$ cat src/rtl/tzs_pkg.sv
// shared types and constants for the triangle rasterizer with depth buffer
// used by every module under rtl
`default_nettype none
package tzs_pkg;

  localparam int DEF_WIDTH  = 256;
  localparam int DEF_HEIGHT = 256;

  localparam int DEPTH_W = 24;
  localparam int CHAN_W  = 8;
  localparam int COLOR_W = 3 * CHAN_W;
  localparam logic [DEPTH_W-1:0] MAX_DEPTH = 24'h7FFFFF;
  localparam logic [CHAN_W-1:0]  CHAN_MAX  = 8'd255;

  localparam int EW = 38;
  localparam int BW = 25;
  localparam int PW = 64;
  localparam int QW = 24;

  localparam logic [1:0] OP_CLEAR = 2'd0;
  localparam logic [1:0] OP_LOAD  = 2'd1;
  localparam logic [1:0] OP_SHADE = 2'd2;
  localparam logic [1:0] OP_READ  = 2'd3;

  typedef struct packed {
    logic [1:0]                opcode;
    logic [1:0]                vertex_slot;
    logic signed [15:0]        vert_x;
    logic signed [15:0]        vert_y;
    logic signed [DEPTH_W-1:0] vert_z;
    logic [CHAN_W-1:0]         vert_red;
    logic [CHAN_W-1:0]         vert_green;
    logic [CHAN_W-1:0]         vert_blue;
    logic [7:0]                pixel_x;
    logic [7:0]                pixel_y;
  } in_item_t;

  typedef struct packed {
    logic                      covered;
    logic                      depth_passed;
    logic [CHAN_W-1:0]         out_red;
    logic [CHAN_W-1:0]         out_green;
    logic [CHAN_W-1:0]         out_blue;
    logic signed [DEPTH_W-1:0] out_depth;
  } out_item_t;

endpackage
`default_nettype wire

$ cat src/rtl/tzs_mul.sv
// shift-add signed multiplier, one multiplier bit per cycle
// depends on tzs_pkg
`default_nettype none
module tzs_mul (
  input  wire logic                          clk,
  input  wire logic                          rst_n,
  input  wire logic                          start,
  input  wire logic signed [tzs_pkg::EW-1:0] a,
  input  wire logic signed [tzs_pkg::BW-1:0] b,
  output logic                               done,
  output logic signed [tzs_pkg::PW-1:0]      prod
);
  import tzs_pkg::*;

  localparam int CW = $clog2(BW);

  logic [PW-1:0] a_sh_r;
  logic [BW-1:0] b_sh_r;
  logic [PW-1:0] acc_r;
  logic [CW-1:0] cnt_r;
  logic          neg_r;
  logic          busy_r;
  logic          done_r;
  logic [EW-1:0] mag_a;
  logic [BW-1:0] mag_b;

  assign mag_a = a[EW-1] ? EW'(-a) : EW'(a);
  assign mag_b = b[BW-1] ? BW'(-b) : BW'(b);

  always_ff @(posedge clk) begin
    if (!rst_n) begin
      busy_r <= 1'b0;
      done_r <= 1'b0;
    end else begin
      done_r <= 1'b0;
      if (start) begin
        busy_r <= 1'b1;
      end else if (busy_r && cnt_r == CW'(BW - 1)) begin
        busy_r <= 1'b0;
        done_r <= 1'b1;
      end
    end
  end

  always_ff @(posedge clk) begin
    if (start) begin
      a_sh_r <= PW'(mag_a);
      b_sh_r <= mag_b;
      acc_r  <= '0;
      cnt_r  <= '0;
      neg_r  <= a[EW-1] ^ b[BW-1];
    end else if (busy_r) begin
      if (b_sh_r[0]) begin
        acc_r <= acc_r + a_sh_r;
      end
      a_sh_r <= a_sh_r << 1;
      b_sh_r <= b_sh_r >> 1;
      cnt_r  <= cnt_r + CW'(1);
    end
  end

  assign done = done_r;
  assign prod = neg_r ? -signed'(acc_r) : signed'(acc_r);

endmodule
`default_nettype wire

$ cat config.mk
export PLATFORM = sky130hd
export DESIGN_NAME = tzs_mul
export DESIGN_NICKNAME = d
export VERILOG_FILES = /design/src/rtl/tzs_pkg.sv /design/src/rtl/tzs_mul.sv
export SDC_FILE = /design/constraint.sdc
export NUM_CORES = 1
export LEC_CHECK = 0
export ABC_AREA = 1
export BUFFER_PORTS_ARGS = -buffer_cell sky130_fd_sc_hd__buf_2
export CORE_ASPECT_RATIO = 2
export CORE_UTILIZATION = 62
export CTS_CLUSTER_SIZE = 16
export DETAILED_ROUTE_END_ITERATION = 6
export PLACE_DENSITY = 0.88
export SYNTH_ARGS = -nofsm -noshare
export SYNTH_HDL_FRONTEND = slang
export SYNTH_SLANG_ARGS = --single-unit
$ cat constraint.sdc
create_clock -name clk -period 3.6 [get_ports clk]
set_input_delay 0.18 -clock clk [delete_from_list [all_inputs] [get_ports clk]]
set_output_delay 0.18 -clock clk [all_outputs]
set_load 0.005 [all_outputs]
==> results of run 1 <==
[synth_stat cells, drive strengths merged (3+ instances only)]
cell type and number:
nand3 149, clkbuf 44, nor2 330, o22ai 24, a21oi 112, and2 3
nor3 38, or2 8, xnor2 13, nand4 40, nand2 838, ha 68
nand3b 3, nor4 8, buf 12, a31oi 19, inv 538, o31ai 4
xor2 117, edfxtp 64, o21ai 130, dfxtp 97
[through the flow]
stage	cell area [µm²]	cells	setup WS (ns)
2_1_floorplan	15600	2671	0.474
3_3_place_gp	16500	3090	0.915
3_5_place_dp	16500	3090	0.888
4_1_cts	17100	3124	0.746
[routing by layer]
metal  GRT overflow  track usage, %
met2              1            82.6
met4              0            56.1
met3              0            21.5
met1              0            49.1
met5              0               0
[what timing repair did]
item,in CTS
hold buffers,2
resized for setup,0
setup endpoints to repair,0
endpoints found under the hold margin,3
[logic make-up after synthesis]
family,synth area share (%)
DFF,24.8
xor gates and xnor gates,7.32
and+or+nand+nor,37.6
buffers and inverters,14.4
adders and majority gates,5.60
AOI/OAI and AO/OA,10.2
==> flow_summary.ini, run 1 <==
[run_status]
status = stopped before the end
lastStage = global routing
error = [ERROR GRT-0116] Global routing finished with congestion. Check the congestion regions in the DRC Viewer.

[synthesis]
synth_edf_count = 64
synth_largest_area_cell = nand2_1
ys.flop_type = dfxtp_1
synth-seq-cells = 161
synthTopCellsByArea = nand2_1 20%, inv_1 13%, dfxtp_1 12%
synth.top_cell.area_share_pct = 20.0
syn-cell-area_um2 = 15600
synth.net_count = 2806
syn_area_per_cell_um2 = 5.82
synth-seq-area-share_pct = 24.8
synth_cells = 2671
yosysWarnings = 0
synth_cell_types = 42
async_flop_share_pct = 0

[floorplan]
start_util_pct = 63.4
dieWidth_um = 114
num_io_pins = 131
die_h_um = 226
rows = 81

[clocking]
cts-root-buf = clkbuf_16
cts_sinks = 161
post-cts-setup-buffers = 0
numCtsBuffers = 17
cts_max_level = 4
clockBufferDepth = 2

[place]
numPortBuffers = 130
hpwl_mm = 48.5
routabilityCongestion = 1.12

[global_routing]
grt_max_degree = 80
grt_use_total_pct = 52.6
overflow = 1
grt_pass1_vias = 17700
grt_pass1_wl_mm = 101
==> inputs of run 2 (changes only) <==
CORE_ASPECT_RATIO = unset   (was 2)
CORE_UTILIZATION = 40   (was 62)
CTS_CLUSTER_SIZE = unset   (was 16)
PLACE_DENSITY = unset   (was 0.88)
PLACE_DENSITY_LB_ADDON = 0.15   (was unset)
==> run 2 against run 1 <==
The flow now finishes without violations; area after synthesis unchanged; synthesized cell count unchanged.
==> flow_summary.ini, run 2 <==
[run_status]
status = completed

[setup_path]
worstPathMaxFanout = 5
start_kind = register
crit_end = prod[30]
reg2reg_from = a_sh_r[0]
crit_start = acc_r[1]
critPathCaptureType = output port
arrival_ns = 2.89
r2r_slack_ns = 0.85
timing.rr.end = acc_r[40]
worstSetupPathType = register to output port
worst_ep_required_time_ns = 3.42
r2r_cells = 13

[layout]
syn2layout_area_growth_pct = 11.4
finish.utilization_pct = 45.7
drive_above_1_share_pct = 7.68
layout_commonest_cell = nand2_1
layout.cells.non_filler = 3297
diodes = 0
multi_input_area_um2 = 9450
seq_area_um2 = 3860
finalNetCount = 2908
fillers = 4227
top_regs = a_sh_r: 64 flops, acc_r: 64 flops, b_sh_r: 25 flops
layout_common_cells = 826 x nand2_1, 535 x inv_1, 317 x nor2_1

[power_and_ir_drop]
powerDensity_nw_per_um2 = 370
peakVddDrop_mv = 0.340
p_leak_nw = 9.29

[flow_run]
maxCapViolCount = 0

[detailed_routing]
vias = 16700
drc_errors = 0
first_iter_violations = 1420
wl_per_cell_um = 17.4
viasPerCell = 5.08
drtAntennaViolNets = 0
wl_mm = 57.4
dr.pass1.iters = 5

[synthesis]
async_flop_share_pct = 0
synth.top_cell.area_share_pct = 20.0
synth_edf_count = 64
synth-seq-area-share_pct = 24.8
synth_largest_area_cell = nand2_1
synthTopCellsByArea = nand2_1 20%, inv_1 13%, dfxtp_1 12%
synth_common_cells = 828 x nand2_1, 535 x inv_1, 317 x nor2_1
yosysWarnings = 0
syn_area_per_cell_um2 = 5.82
synth.net_count = 2806
synth_cell_types = 42
yosys.cell_count.top_type = nand2_1
syn-cell-area_um2 = 15600
ys.flop_type = dfxtp_1
synth_cells = 2671
synth-seq-cells = 161

[timing]
period_needed_ns = 3.07
slew-limit-headroom_pct = 35.0
fin_worst_skew_ns = 0.0170
hold_viol_final = 0
grt_setup_unrepaired = no
max_clock_freq_mhz = 326
setup_viol = 0
fin_crit_sh_pct = 85.3
final-max-slew-violation-count = 0
tightest_slew_ns = 0.975
tns_ns = 0

[place]
dp.cells = 3264
routabilityCongestion = 1.01
numPortBuffers = 130
hpwl_mm = 47.9

[floorplan]
num_io_pins = 131
start_util_pct = 41.0
die_area_um2 = 39700
rows = 71
core_area_um2 = 37900
dieWidth_um = 199
die_h_um = 199

[clocking]
cts_tree = built
cts_sinks = 161
worst_setup_hold_path_clk_slew_ns = 0.07
clock_latency_ns = 0.47
cts-root-buf = clkbuf_16
numCtsBuffers = 17
clockBufferDepth = 2
cts_max_level = 4

[global_routing]
overflow = 0
grt_pass1_vias = 15500
antenna_found_initial = 0
grt_pass1_wl_mm = 87.5
grt_use_total_pct = 29.4
grt_max_degree = 100

[min_path]
hold_class = input pin to register
[run 2: kinds of logic after synthesis]
logic type	after synthesis	synth area share [%]
fa+ha+maj	69	5.60
compound gates	297	10.2
xor+xnor	130	7.32
simple gates	1419	37.6
buf+inv	595	14.4
flops	161	24.8
[run 2: layout make-up]
cell class                 count  share of cell area, %
inverter                     539                   11.7
multi-input combinational   1915                   54.6
sequential                   161                   22.3
timing repair buffer         139                   4.25
clock buffer                  19                   2.74
clock inverter                13                  0.773
tap                          511                   3.69
[run 2: how the worst min path moves through the flow]
stage | from | to | slack (ns) | cells past startpoint
2_1_floorplan | start | neg_r | 0.29 | 0
3_3_place_gp | rst_n | busy_r | 0.43 | 3
3_5_place_dp | rst_n | busy_r | 0.43 | 3
4_1_cts | a[0] | a_sh_r[0] | 0.02 | 3
5_1_grt | a[0] | a_sh_r[0] | 0.07 | 3
6_report | a[0] | a_sh_r[0] | 0.04 | 3
[run 2: timing repair]
action / CTS / global route
hold buffers: 1 / 0
buffers inserted: 0 / 0
endpoints found under the hold margin: 2 / 0
gates resized for setup: 0 / 0
[run 2: critical path, stage by stage, from the launching register on]
cell and delay, ns:
dfxtp_1 0.35, inv_1 0.14, ha_1 0.30, nand3_2 0.17, nor2_4 0.16, nand3_2 0.13, nor2_2 0.12, nand2_2 0.09
nor2_4 0.12, nand2_2 0.08, nand2_4 0.12, o21ai_1 0.15, xor2_1 0.31, buf_2 0.19
[run 2: where the power goes]
part	internal (mW)	total, mW	leakage (nW)	switching [mW]
clock	1.00	1.90	0.298	0.899
combinational	0.731	2.26	7.55	1.52
sequential	2.07	2.25	1.44	0.182
[run 2: routing by layer]
layer  up-vias  global-route usage (%)  wire [µm]
met3        50                    3.53       3970
met5         -                       0          0
met2       544                    44.8      24000
met1      7657                    43.1      28200
li1       8496                       -          -
met4         0                    8.58       1150
[run 2: stage by stage]
step,power (mW),hold slack [ns],setup WS [ns],area (µm²)
4_1_cts,6.40,0.0166,0.546,17300
6_report,6.40,0.0384,0.530,17300
3_5_place_dp,4.50,0.434,0.924,16700
3_3_place_gp,4.51,0.428,0.901,16700
5_1_grt,6.77,0.0684,0.327,17300
2_1_floorplan,3.65,0.292,0.474,15600
(Power assumes the default switching activity.)
==> inputs of run 3 (changes only) <==
==> constraint.sdc (replaced) <==
create_clock -name clk -period 3.6 [get_ports clk]
set_input_delay 0 -clock clk [delete_from_list [all_inputs] [get_ports clk]]
set_output_delay 0 -clock clk [all_outputs]
set_load 0.005 [all_outputs]
==> run 3 against run 2 <==
Utilization grew 1.3 points; total power shrank 1.1%; setup slack gained 0.37 ns; combinational power is essentially flat; sequential power is essentially flat; cell area grew 2.9%; non-clock buffer count grew 58; critical path depth is the same.
==> flow_summary.ini, run 3 (same netlist as run 2, synthesis figures left out) <==
[detailed_routing]
wl_per_cell_um = 16.8
viasPerCell = 4.95
drc_errors = 0
dr.pass1.iters = 5
wl_mm = 56.4
drtAntennaViolNets = 0
vias = 16600
first_iter_violations = 1558

[run_status]
status = completed

[place]
hpwl_mm = 46.8
routabilityCongestion = 1.00
dp.cells = 3269
place_area_um2 = 16700
numPortBuffers = 130

[timing]
grt_setup_unrepaired = no
setup_viol = 0
tightest_slew_ns = 0.914
fin_worst_skew_ns = 0.0199
hold_viol_final = 0
period_needed_ns = 2.70
final-max-slew-violation-count = 0
slew-limit-headroom_pct = 38.9
tns_ns = 0
max_clock_freq_mhz = 371
fin_crit_sh_pct = 74.9

[floorplan]
dieWidth_um = 199
die_h_um = 199
rows = 71
start_util_pct = 41.0
core_area_um2 = 37900
num_io_pins = 131
die_area_um2 = 39700

[layout]
drive_above_1_share_pct = 7.67
top_regs = a_sh_r: 64 flops, acc_r: 64 flops, b_sh_r: 25 flops
finalNetCount = 2966
fillers = 4220
finish.utilization_pct = 47.0
layout_commonest_cell = nand2_1
diodes = 0
layout_common_cells = 826 x nand2_1, 535 x inv_1, 317 x nor2_1
layout.cells.non_filler = 3355
fin_area_um2 = 17800
syn2layout_area_growth_pct = 14.7

[global_routing]
grt_pass1_wl_mm = 86.8
grt_pass1_vias = 15400
grt_max_degree = 99
overflow = 0
antenna_found_initial = 0
grt_use_total_pct = 29.2

[setup_path]
critPathCaptureType = register
max_stage_delay_ns = 0.47
worst_path_max_delay_cell = edfxtp_1
crit_top_cell = nand2_1
worstPathMaxFanout = 4
crit_buf_inv = 0
critPathTopFamily = simple AND/OR/NAND/NOR gates
path_cells = ha_1 > fa_1 > nand3_1 > nand3_1 > nand2_1 > nand2_1 > nand2_1 > nand3_1 > a21oi_1 > nand2_1 > nand2_1 > nor2_1 > nor2_1
arrival_ns = 3.10
worstSetupPathType = register to register
r2r_slack_ns = 0.90
worst_ep_required_time_ns = 4.00
start_kind = register

[clocking]
cts-root-buf = clkbuf_16
cts_tree = built
numCtsBuffers = 17
cts_max_level = 4
worst_setup_hold_path_clk_slew_ns = 0.07
cts_sinks = 161
clockBufferDepth = 2
clock_latency_ns = 0.47

[power_and_ir_drop]
powerDensity_nw_per_um2 = 355
peakVddDrop_mv = 0.372
p_leak_nw = 9.52

[flow_run]
maxCapViolCount = 0

[min_path]
hold_class = input pin to register
==> run 3: final cells by class <==
cell class,instances,area [µm²],area share [%]
repair buffers,197,1290,7.24
flip-flops and latches,161,3860,21.7
clock inverters,12,123,0.688
well taps,511,639,3.59
multi-input cells,1915,9450,53.0
inverters,539,2020,11.3
clock buffers,20,439,2.46
==> run 3: worst paths after layout <==
kind	from	end	cells after the start
setup / recovery	a_sh_r[0]	acc_r[40]	13
hold / removal	b[12]	b_sh_r[12]	3
setup reg to reg	a_sh_r[0]	acc_r[40]	13
hold reg to reg	cnt_r[4]	cnt_r[4]	1
==> run 3: what timing repair did <==
item / CTS / global route
endpoints found under the hold margin: 57 / 0
hold buffers: 54 / 0
setup buffers: 0 / 0
endpoints found under the setup margin: 0 / 0
resized for setup: 0 / 0
==> run 3: power breakdown <==
part           internal [mW]  switching [mW]  leakage (nW)
sequential              2.07           0.177          1.44
combinational          0.772            1.50          7.80
clock                  0.973           0.842         0.281
==> run 3: routing by layer <==
| metal | vias to the layer above | GRT usage [%] | part of all wire, % |
|---|---|---|---|
| met5 | - | 0 | 0 |
| met4 | 0 | 8.43 | 2.1 |
| met3 | 66 | 4.88 | 7.2 |
| met2 | 535 | 44.6 | 42 |
| met1 | 7409 | 41.9 | 49 |
| li1 | 8591 | - | - |
==> run 3: worst min-delay path, cell delays in order <==
cell	delay (ns)
buf_2	0.11
xor2_1	0.07
o21ai_0	0.17
==> run 3: metrics by stage <==
step | hold WS, ns | power [mW] | worst slack, ns
finish | 0.00904 | 6.33 | 0.904
global route | 0.00117 | 6.73 | 0.726
global placement | 0.242 | 4.48 | 0.930
detailed placement | 0.261 | 4.48 | 0.971
floorplan | 0.112 | 3.65 | 0.525
CTS | 0.00266 | 6.35 | 0.927
