### src/rtl/tzs_pkg.sv
// shared types and constants for the triangle rasterizer with depth buffer
// used by every module under rtl
`default_nettype none
package tzs_pkg;

  localparam int DEF_WIDTH  = 256;
  localparam int DEF_HEIGHT = 256;

  localparam int DEPTH_W = 24;
  localparam int CHAN_W  = 8;
  localparam int COLOR_W = 3 * CHAN_W;
  localparam logic [DEPTH_W-1:0] MAX_DEPTH = 24'h7FFFFF;
  localparam logic [CHAN_W-1:0]  CHAN_MAX  = 8'd255;

  localparam int EW = 38;
  localparam int BW = 25;
  localparam int PW = 64;
  localparam int QW = 24;

  localparam logic [1:0] OP_CLEAR = 2'd0;
  localparam logic [1:0] OP_LOAD  = 2'd1;
  localparam logic [1:0] OP_SHADE = 2'd2;
  localparam logic [1:0] OP_READ  = 2'd3;

  typedef struct packed {
    logic [1:0]                opcode;
    logic [1:0]                vertex_slot;
    logic signed [15:0]        vert_x;
    logic signed [15:0]        vert_y;
    logic signed [DEPTH_W-1:0] vert_z;
    logic [CHAN_W-1:0]         vert_red;
    logic [CHAN_W-1:0]         vert_green;
    logic [CHAN_W-1:0]         vert_blue;
    logic [7:0]                pixel_x;
    logic [7:0]                pixel_y;
  } in_item_t;

  typedef struct packed {
    logic                      covered;
    logic                      depth_passed;
    logic [CHAN_W-1:0]         out_red;
    logic [CHAN_W-1:0]         out_green;
    logic [CHAN_W-1:0]         out_blue;
    logic signed [DEPTH_W-1:0] out_depth;
  } out_item_t;

endpackage
`default_nettype wire

### src/rtl/tzs_div.sv
// restoring divider, signed dividend over positive divisor, truncating
// one quotient bit per cycle; depends on tzs_pkg
`default_nettype none
module tzs_div (
  input  wire logic                          clk,
  input  wire logic                          rst_n,
  input  wire logic                          start,
  input  wire logic signed [tzs_pkg::PW-1:0] num,
  input  wire logic [tzs_pkg::EW-1:0]        den,
  output logic                               done,
  output logic signed [tzs_pkg::QW:0]        quot
);
  import tzs_pkg::*;

  localparam int CW = $clog2(QW);

  logic [PW-1:0] mag_n;
  logic [EW:0]   rem_r;
  logic [QW-1:0] low_r;
  logic [QW-1:0] q_r;
  logic [EW-1:0] den_r;
  logic [CW-1:0] cnt_r;
  logic          neg_r;
  logic          busy_r;
  logic          done_r;
  logic [EW:0]   trial;
  logic          fits;

  assign mag_n = num[PW-1] ? PW'(-num) : PW'(num);
  assign trial = {rem_r[EW-1:0], low_r[QW-1]};
  assign fits  = trial >= {1'b0, den_r};

  always_ff @(posedge clk) begin
    if (!rst_n) begin
      busy_r <= 1'b0;
      done_r <= 1'b0;
    end else begin
      done_r <= 1'b0;
      if (start) begin
        busy_r <= 1'b1;
      end else if (busy_r && cnt_r == CW'(QW - 1)) begin
        busy_r <= 1'b0;
        done_r <= 1'b1;
      end
    end
  end

  always_ff @(posedge clk) begin
    if (start) begin
      rem_r <= (EW + 1)'(mag_n >> QW);
      low_r <= mag_n[QW-1:0];
      den_r <= den;
      q_r   <= '0;
      cnt_r <= '0;
      neg_r <= num[PW-1];
    end else if (busy_r) begin
      rem_r <= fits ? trial - {1'b0, den_r} : trial;
      low_r <= low_r << 1;
      q_r   <= {q_r[QW-2:0], fits};
      cnt_r <= cnt_r + CW'(1);
    end
  end

  assign done = done_r;
  assign quot = neg_r ? -signed'({1'b0, q_r}) : signed'({1'b0, q_r});

endmodule
`default_nettype wire

### config.mk
export PLATFORM = sky130hd
export DESIGN_NAME = tzs_div
export DESIGN_NICKNAME = d
export VERILOG_FILES = /design/src/rtl/tzs_pkg.sv /design/src/rtl/tzs_div.sv
export SDC_FILE = /design/constraint.sdc
export NUM_CORES = 1
export LEC_CHECK = 0
export BUFFER_PORTS_ARGS = -buffer_cell sky130_fd_sc_hd__buf_2
export CAP_MARGIN = 20
export CORE_ASPECT_RATIO = 1.5
export CORE_MARGIN = 2
export CORE_UTILIZATION = 59
export CTS_CLUSTER_DIAMETER = 100
export DETAILED_ROUTE_END_ITERATION = 10
export GPL_TIMING_DRIVEN = 0
export PLACE_DENSITY = 0.78
export SKIP_CTS_REPAIR_TIMING = 1
export SYNTH_ARGS = -nofsm -noshare
export SYNTH_HDL_FRONTEND = slang
export SYNTH_SLANG_ARGS = --single-unit
### constraint.sdc
create_clock -name clk -period 4.2 [get_ports clk]
set_input_delay 0.42 -clock clk [delete_from_list [all_inputs] [get_ports clk]]
set_output_delay 0.42 -clock clk [all_outputs]
set_load 0.005 [all_outputs]
* Yosys cells after proc, flatten, opt, wreduce, memory -nomap -nowiden
Cells that the tools add are included.
** Cells by class
- Muxes and demuxes :: 10
- Bitwise gates (word level) :: 1
- $add $sub $neg :: 4
- Eq/ne operators :: 1
- Reduce and logical (&&, ||, !) cells :: 4
- Order comparisons :: 1
** Operator list (number)
- 38-bit 2-to-1 mux :: 3
- 62-bit 2-to-1 mux :: 1
- 62-bit negation :: 1
- 24-bit 2-to-1 mux :: 2
- 39-bit by 38-bit >= comparator with 1-bit output :: 1
- 38-bit subtractor :: 1
- 25-bit 2-to-1 mux :: 1
- 24-bit negation with 25-bit output :: 1
- 5-bit by 1-bit adder with 5-bit output, second input constant :: 1
- 5-bit equality test, second input constant :: 1
- 2-bit nonzero test :: 2
- 1-bit 2-to-1 mux :: 3
- 2-bit OR reduction :: 1
- 1-bit logical AND :: 1
- 1-bit NOT :: 1
** Word-level totals
- Logic and storage cells :: 29
- Register bits :: 132
- Input port bits :: 105

* Longest topological paths before layout
Gate-level depths: netlist of the first run.
- Depth in word-level cells :: 4
- Mapped depth :: 14

* Least setup slack after synthesis of the first run
Ideal clock, no wire load.
- Path kind :: register -> register
- From :: reg rem_r[3]
- To :: reg rem_r[12], data pin
- Period minus slack after synthesis :: 3.118 ns
- Path buffers :: 1
- Cell stages (with the launch flop) :: 12
- Setup slack :: 1.082 ns
- Arrival :: 2.847 ns
- Cells stage by stage :: edfxtp_1 -> ha_1 -> a21o_1 -> a211o_1 -> o221a_2 -> a31oi_1 -> a21oi_1 -> a21oi_1 -> buf_2 -> and3b_1 -> a211oi_1 -> a21oi_1
** Between the ends
- Longest elaborated chain between the ends :: 4
- Elaborated cells on any way between the ends :: 5
** Ends and longest elaborated chain
- start, declared :: RTL line tzs_div.sv:18 : logic [EW:0] rem_r;
- start signal, assigned :: RTL line tzs_div.sv:50 : rem_r <= (EW + 1)'(mag_n >> QW);
- start signal, assigned :: RTL line tzs_div.sv:57 : rem_r <= fits ? trial - {1'b0, den_r} : trial;
- 38-bit subtractor / 39-bit by 38-bit >= comparator with 1-bit output (equally long branches) :: RTL line tzs_div.sv:57, tzs_div.sv:31
- 38-bit 2-to-1 mux * :: RTL line tzs_div.sv:57
- 38-bit 2-to-1 mux * :: RTL line tzs_div.sv:56 : end else if (busy_r) begin
- 38-bit 2-to-1 mux * :: RTL line tzs_div.sv:49 : if (start) begin
Mark *: on every way between the ends. The rest lies on a longest branch, timed or not. The select of a mux whose other input is x is not followed.
A chain may end at the register's enable or synchronous reset.

* Worst setup path in the final report of the first run
- From :: reg rem_r[15]
- To :: reg rem_r[30], data pin
Same word-level chain as after synthesis.

==> impl_metrics.tcl, run 1 <==
set metrics [dict create \
    die_area_mm2 0.0166 \
    wl_met2_mm 13.3 \
    wl_met1_mm 9.84 \
    worstPathRequired_ps 4350 \
    portBuffers 129 \
    hpwl_mm 19.2 \
    avgSynthCellArea_um2 9.06 \
    worstSetupPathType "reg -> reg" \
    cts_tree "yes" \
    highest_layer "met5" \
    ys.flop_type "edfxtp_1" \
    synth_compound_area_share_pct 19.9 \
    critical-path-max-stage-delay_ps 620 \
    p_leak_uw 0.00442 \
    finalClockSkew_ps 7.03 \
    path_delay_family "simple AND/OR/NAND/NOR gates" \
    hold_path_class "in -> reg" \
    drtAntennaViolNets 0 \
    critPathCaptureType "flip-flop" \
    synth_common_cells "nor2_1 (120), edfxtp_1 (101), a21oi_1 (92)" \
    syn_area_mm2 0.00916 \
    synth_top_area_share_pct 33.1 \
    synth_most_common_cell "nor2_1" \
    grt_pass1_wl_mm 41.2 \
    critPathMaxFanout 10 \
    routed_wl_mm 26.1 \
    start_kind "flip-flop" \
    synth-seq-area-share_pct 39.9 \
    routed_via_density 6.11 \
    start_util_pct 60.5 \
    p_per_area_mw_per_mm2 515 \
    core_region_area_mm2 0.0151 \
    synth.area.mux_share_pct 3.40 \
    syn_nets 1158 \
    n_antenna_cell 0 \
    postSynthCellCount 1011 \
    grt_overflow_total 0 \
    yosys_register_bits 132 \
    clk-insertion-delay-late_ps 440 \
    h-tree-depth 4 \
    cts_root_buf "clkbuf_16" \
    ys_types 66 \
    relSlewSlack_pct 26.7 \
    ys_warn_count 0 \
    maxCapViolations 0 \
    fmax_mhz 258 \
    critPathBufInv 2 \
    cts_buffers 17 \
    arrival_ps 4020 \
    slew_viol_final 0 \
    drc 0 \
    tightest_slew_ps 1100 \
    grt_antenna_before_repair 1 \
    dr_wl_met3_mm 2.03 \
    irDropWorstVdd_v 0.000275 \
    rsz0062_at_grt "no" \
    die_x_um 106 \
    layout-drive-gt1-share_pct 15.6 \
    rows 55 \
    grt_max_degree 64 \
    setup_viol 0 \
    num-nets-final 1307 \
    yosys.area_share.simple_pct 15.8 \
    path_cells "ha_1 > clkbuf_1 > nand4_1 > nor4_1 > nand4_1 > o31ai_1 > or2_2 > a21oi_2 > clkbuf_1 > a311oi_1 > o21ai_0" \
    drt-pass1-iter-count 5 \
    grt_pass1_vias 8157 \
    synth_enable_flop_cells 101 \
    cts.path.max_buffers 2 \
    area_growth_pct 16.3 \
    io_pins 131 \
    synth_xor_area_share_pct 11.1 \
    hold_violations 0 \
    synth_area_leader_cell "edfxtp_1" \
    vias 8387 \
    groute.usage.overall_pct 32.3 \
    ys_async_sr_fraction_pct 0 \
    synth_fa_ha_area_share_pct 5.82 \
    status "finished, final reports clean" \
    ys_top_cells_by_area "edfxtp_1 (33%), dfxtp_1 (6.8%), xor2_1 (6.3%)" \
    synth_top_family_by_area "compound AO/OA/AOI/OAI gates" \
    clock-sinks 132 \
    fp.dieH_um 157 \
    p_total_uw 5490 \
    first_iter_violations 639 \
    avgRoutedWirePerCell_um 19.0 \
    path_clk_slew_ps 60 \
    finalSetupTns_ps 0 \
    place_congestion 0.962 \
    fin_crit_ps 3870 \
    cp_slowest_cell "nor4_1" \
    fin_crit_sh_pct 92.1 \
]
==> worst reg2reg max path: cells and delay by family, from the launching register on <==
| kind | cells | cell delay [ps] |
|---|---|---|
| buffers and inverters | 2 | 670 |
| and+or+nand+nor | 4 | 1180 |
| AOI/OAI and AO/OA | 4 | 1010 |
| DFF | 1 | 410 |
| adders and majority gates | 1 | 300 |
==> metrics by stage <==
step / hold WS [ps] / setup slack (ps) / std cells / cell area [µm²] / utilization, %
after floorplan: 471 / 1080 / 1011 / 9160 / -
after global placement: 487 / -95.0 / 1339 / 10100 / 66.4
after detailed placement: 494 / -190 / 1340 / 10100 / 66.5
after CTS: 147 / -196 / 1372 / 10600 / 70.3
after global routing: 143 / 177 / 1372 / 10700 / 70.4
final: 152 / 331 / 1372 / 10700 / 70.4
==> routing by layer <==
metal  GRT usage [%]  vias to the layer above
li1                -                     3992
met4            15.7                        2
met1            36.7                     3950
met3            7.33                       68
met2            57.1                      375
met5               0                        -
==> cell families (layout without fill, tap and decap cells) <==
family          after synthesis  in the layout
simple gates                304            304
compound gates              289            289
flops                       132            132
xor+xnor                    116            116
buf+inv                      97            259
fa+ha+maj                    42             42
mux                          31             31
==> cells in the final DEF, fill, tap and decap left out, types with 6 or more instances in the layout <==
master     synthesis  routed
nand2_1           78      78
xnor2_1           50      50
a31oi_1            7       6
a21o_1            11      11
inv_1             52      52
nor3_1            10      10
o31ai_1           25      25
o21a_1             8       8
o21ai_0           65      65
or4_1             11      11
mux2i_1           30      30
edfxtp_1         101     101
nand3_1           10      10
buf_1              7       8
a21oi_1           92      91
ha_1              41      41
or3_1              8       8
clkbuf_1          35      35
buf_2              2     131
nor2b_1            6       6
nand2b_1           7       7
a211oi_1          23      23
nor4_1             8       8
nor2_1           120     120
o41ai_1           12      12
dfxtp_1           31      31
nand4_1           12      12
and3_1             8       8
xor2_1            66      66
o21bai_1           9       9
clkbuf_16          0      19
==> report_power, final <==
group	internal, µW	switching, µW	leakage (µW)	total (µW)
Clock	892	598	0.000296	1490
Sequential	1660	110	0.00125	1770
Combinational	872	1370	0.00288	2240
==> area by class of cell <==
cell class | instances | area (µm²)
Multi-Input combinational cell | 782 | 5150
Fill cell | 1237 | 4480
Sequential cell | 132 | 3650
Timing Repair Buffer | 130 | 649
Clock buffer | 22 | 489
Tap cell | 199 | 249
Inverter | 52 | 195
Buffer | 45 | 176
Clock inverter | 10 | 93.8
==> registers in the layout, summed over array words and instances (netlist names) <==
register and flops:
busy_r 1, rem_r 38, q_r 24, neg_r 1
den_r 38, done 1, low_r 24, cnt_r 5
==> final timing paths <==
check,startpoint,endpoint,slack [ps],cells past startpoint
worst min register to register,cnt_r[4],cnt_r[4],510,2
worst max-delay path,rem_r[15],rem_r[30],330,11
worst max register to register,rem_r[15],rem_r[30],330,11
worst min-delay path,den[32],den_r[32],150,1
Note: power is estimated with default switching activity, not from simulation.
==> run 2, diff against run 1 <==
--- a/config.mk
+++ b/config.mk
@@ -9,11 +9,12 @@
 export CAP_MARGIN = 20
 export CORE_ASPECT_RATIO = 1.5
 export CORE_MARGIN = 2
-export CORE_UTILIZATION = 59
+export CORE_UTILIZATION = 60
+export CTS_BUF_LIST = sky130_fd_sc_hd__clkbuf_4
 export CTS_CLUSTER_DIAMETER = 100
 export DETAILED_ROUTE_END_ITERATION = 10
 export GPL_TIMING_DRIVEN = 0
-export PLACE_DENSITY = 0.78
+export PLACE_DENSITY = 0.79
 export SKIP_CTS_REPAIR_TIMING = 1
 export SYNTH_ARGS = -nofsm -noshare
 export SYNTH_HDL_FRONTEND = slang
==> run 2 against run 1 <==
Against the previous run: clock skew increased by 12 ps; final cell count is 2.4% higher; combinational power hardly changed; critical path type unchanged.
==> impl_metrics.tcl, run 2 (synthesis gave the netlist of run 1 again) <==
set metrics [dict create \
    status "finished, final reports clean" \
    h-tree-depth 4 \
    portBuffers 129 \
    io_pins 131 \
    grt_antenna_before_repair 1 \
    cts_buffers 17 \
    drc 0 \
    rows 55 \
    grt_pass1_wl_mm 41.7 \
    path_clk_slew_ps 140 \
    drt-pass1-iter-count 5 \
    hpwl_mm 19.6 \
    core_region_area_mm2 0.0150 \
    hold_path_class "in -> reg" \
    arrival_ps 4340 \
    relSlewSlack_pct 30.7 \
    fin_crit_ps 3910 \
    num-nets-final 1339 \
    start_util_pct 61.1 \
    fmax_mhz 256 \
    critPathMaxFanout 10 \
    place_congestion 0.956 \
    p_per_area_mw_per_mm2 453 \
    grt_overflow_total 0 \
    routed_via_density 6.09 \
    path_cells "ha_1 > a21o_1 > a211o_1 > o221a_2 > a31oi_2 > a21oi_1 > a21oi_2 > buf_2 > buf_1 > a211oi_1 > a21oi_1" \
    reg2reg_to "rem_r[15]" \
    fp.dieH_um 155 \
    finalSetupTns_ps 0 \
    clock-sinks 132 \
    cp_slowest_cell "buf_1" \
    grt_max_degree 64 \
    slew_viol_final 0 \
    drtAntennaViolNets 0 \
    p_total_uw 4830 \
    cts.path.max_buffers 2 \
    routed_wl_mm 26.6 \
    layout-drive-gt1-share_pct 15.3 \
    grt_pass1_vias 8371 \
    r2r_cells 11 \
    start_kind "flip-flop" \
    die_area_mm2 0.0163 \
    fin_crit_sh_pct 93.1 \
    clk-insertion-delay-late_ps 590 \
    die_x_um 105 \
    cts_tree "yes" \
    critPathCaptureType "flip-flop" \
    r2r_start "rem_r[3]" \
    layout_commonest_cell "buf_2" \
    worstSetupPathType "reg -> reg" \
    area_growth_pct 16.3 \
    irDropWorstVdd_v 0.000291 \
    tightest_slew_ps 1040 \
    r2r_setup_slack_ps 290 \
    setup.worst_path.start "rem_r[3]" \
    vias 8550 \
    setup_viol 0 \
    final_cell_mix "buf_2 (131), nor2_1 (120), edfxtp_1 (101), a21oi_1 (91), nand2_1 (78)" \
    avgRoutedWirePerCell_um 19.0 \
    final_util_pct 71.0 \
    worstPathRequired_ps 4630 \
    finalClockSkew_ps 19.3 \
    groute.usage.overall_pct 32.7 \
    first_iter_violations 509 \
    p_leak_uw 0.00443 \
    largestRegisters "den_r (38), rem_r (38)" \
    crit_end "rem_r[15]" \
    maxCapViolations 0 \
    cpMostUsedCell "a21oi_1" \
    fill_cells 1298 \
    hold_violations 0 \
    cts_root_buf "clkbuf_4" \
    critical-path-max-stage-delay_ps 470 \
    rsz0062_at_grt "no" \
]
## run 2: cell count changes in the layout (fill, tap and decap cells not counted), sizes merged
cell / before / now
clkinv: 5 / 4
clkinvlp: 0 / 1
bufinv: 1 / 0
clkbuf: 57 / 52
dlymetal6s2s: 0 / 1
diode: 0 / 1
dlygate4sd3: 0 / 32
buf: 140 / 139
inv: 56 / 62
## run 2: critical path: cells and delay by family (launching register included)
kind                     cells  cell delay [ps]
flip-flops                   1              430
AO/OA/AOI/OAI                8             2090
buffers and inverters        2              820
adder cells (fa/ha/maj)      1              380
## run 2: cell type report
cell class / count / area [µm²] / area share [%]
Clock buffer: 17 / 128 / 1.20
Clock inverter: 15 / 120 / 1.13
Inverter: 52 / 195 / 1.83
Buffer: 45 / 176 / 1.66
Sequential cell: 132 / 3650 / 34.3
Antenna cell: 1 / 2.50 / 0.0235
Timing Repair Buffer: 162 / 978 / 9.19
Multi-Input combinational cell: 782 / 5150 / 48.3
Tap cell: 199 / 249 / 2.34
## run 2: power breakdown
group | leakage (µW) | switching (µW) | total, µW | internal [µW]
combinational | 0.00303 | 1360 | 2260 | 893
sequential | 0.00125 | 103 | 1750 | 1650
clock | 0.000144 | 565 | 816 | 251
total | 0.00443 | 2030 | 4830 | 2790
## run 2: per-layer routing
| layer | GRT usage, % | vias to the layer above | share of wire [%] | routed length [µm] |
|---|---|---|---|---|
| li1 | - | 4046 | - | - |
| met1 | 36.7 | 4008 | 38 | 10000 |
| met2 | 58.6 | 403 | 51 | 13600 |
| met3 | 6.66 | 93 | 7.2 | 1910 |
| met4 | 16.4 | 0 | 4.3 | 1150 |
| met5 | 0 | - | 0 | 0 |
## run 2: worst min-delay path by stage
stage / start / end / slack [ps] / cells after the start
after floorplan: cnt_r[4] / cnt_r[4] / 470 / 2
after global placement: cnt_r[4] / cnt_r[4] / 490 / 2
after detailed placement: cnt_r[4] / cnt_r[4] / 500 / 2
after CTS: den[3] / den_r[3] / -30 / 1
after global routing: den[16] / den_r[16] / 2 / 1
final: den[16] / den_r[16] / 6 / 1
## run 2: stage by stage
| step | std cells | setup slack (ps) | hold slack, ps | instance area [µm²] |
|---|---|---|---|---|
| floorplan | 1011 | 1080 | 471 | 9160 |
| global route | 1405 | 175 | 1.94 | 10700 |
| detailed placement | 1339 | 51.7 | 496 | 10100 |
| finish | 1405 | 291 | 6.44 | 10700 |
| global placement | 1339 | 58.9 | 486 | 10100 |
| CTS | 1371 | 15.1 | -27.6 | 10300 |
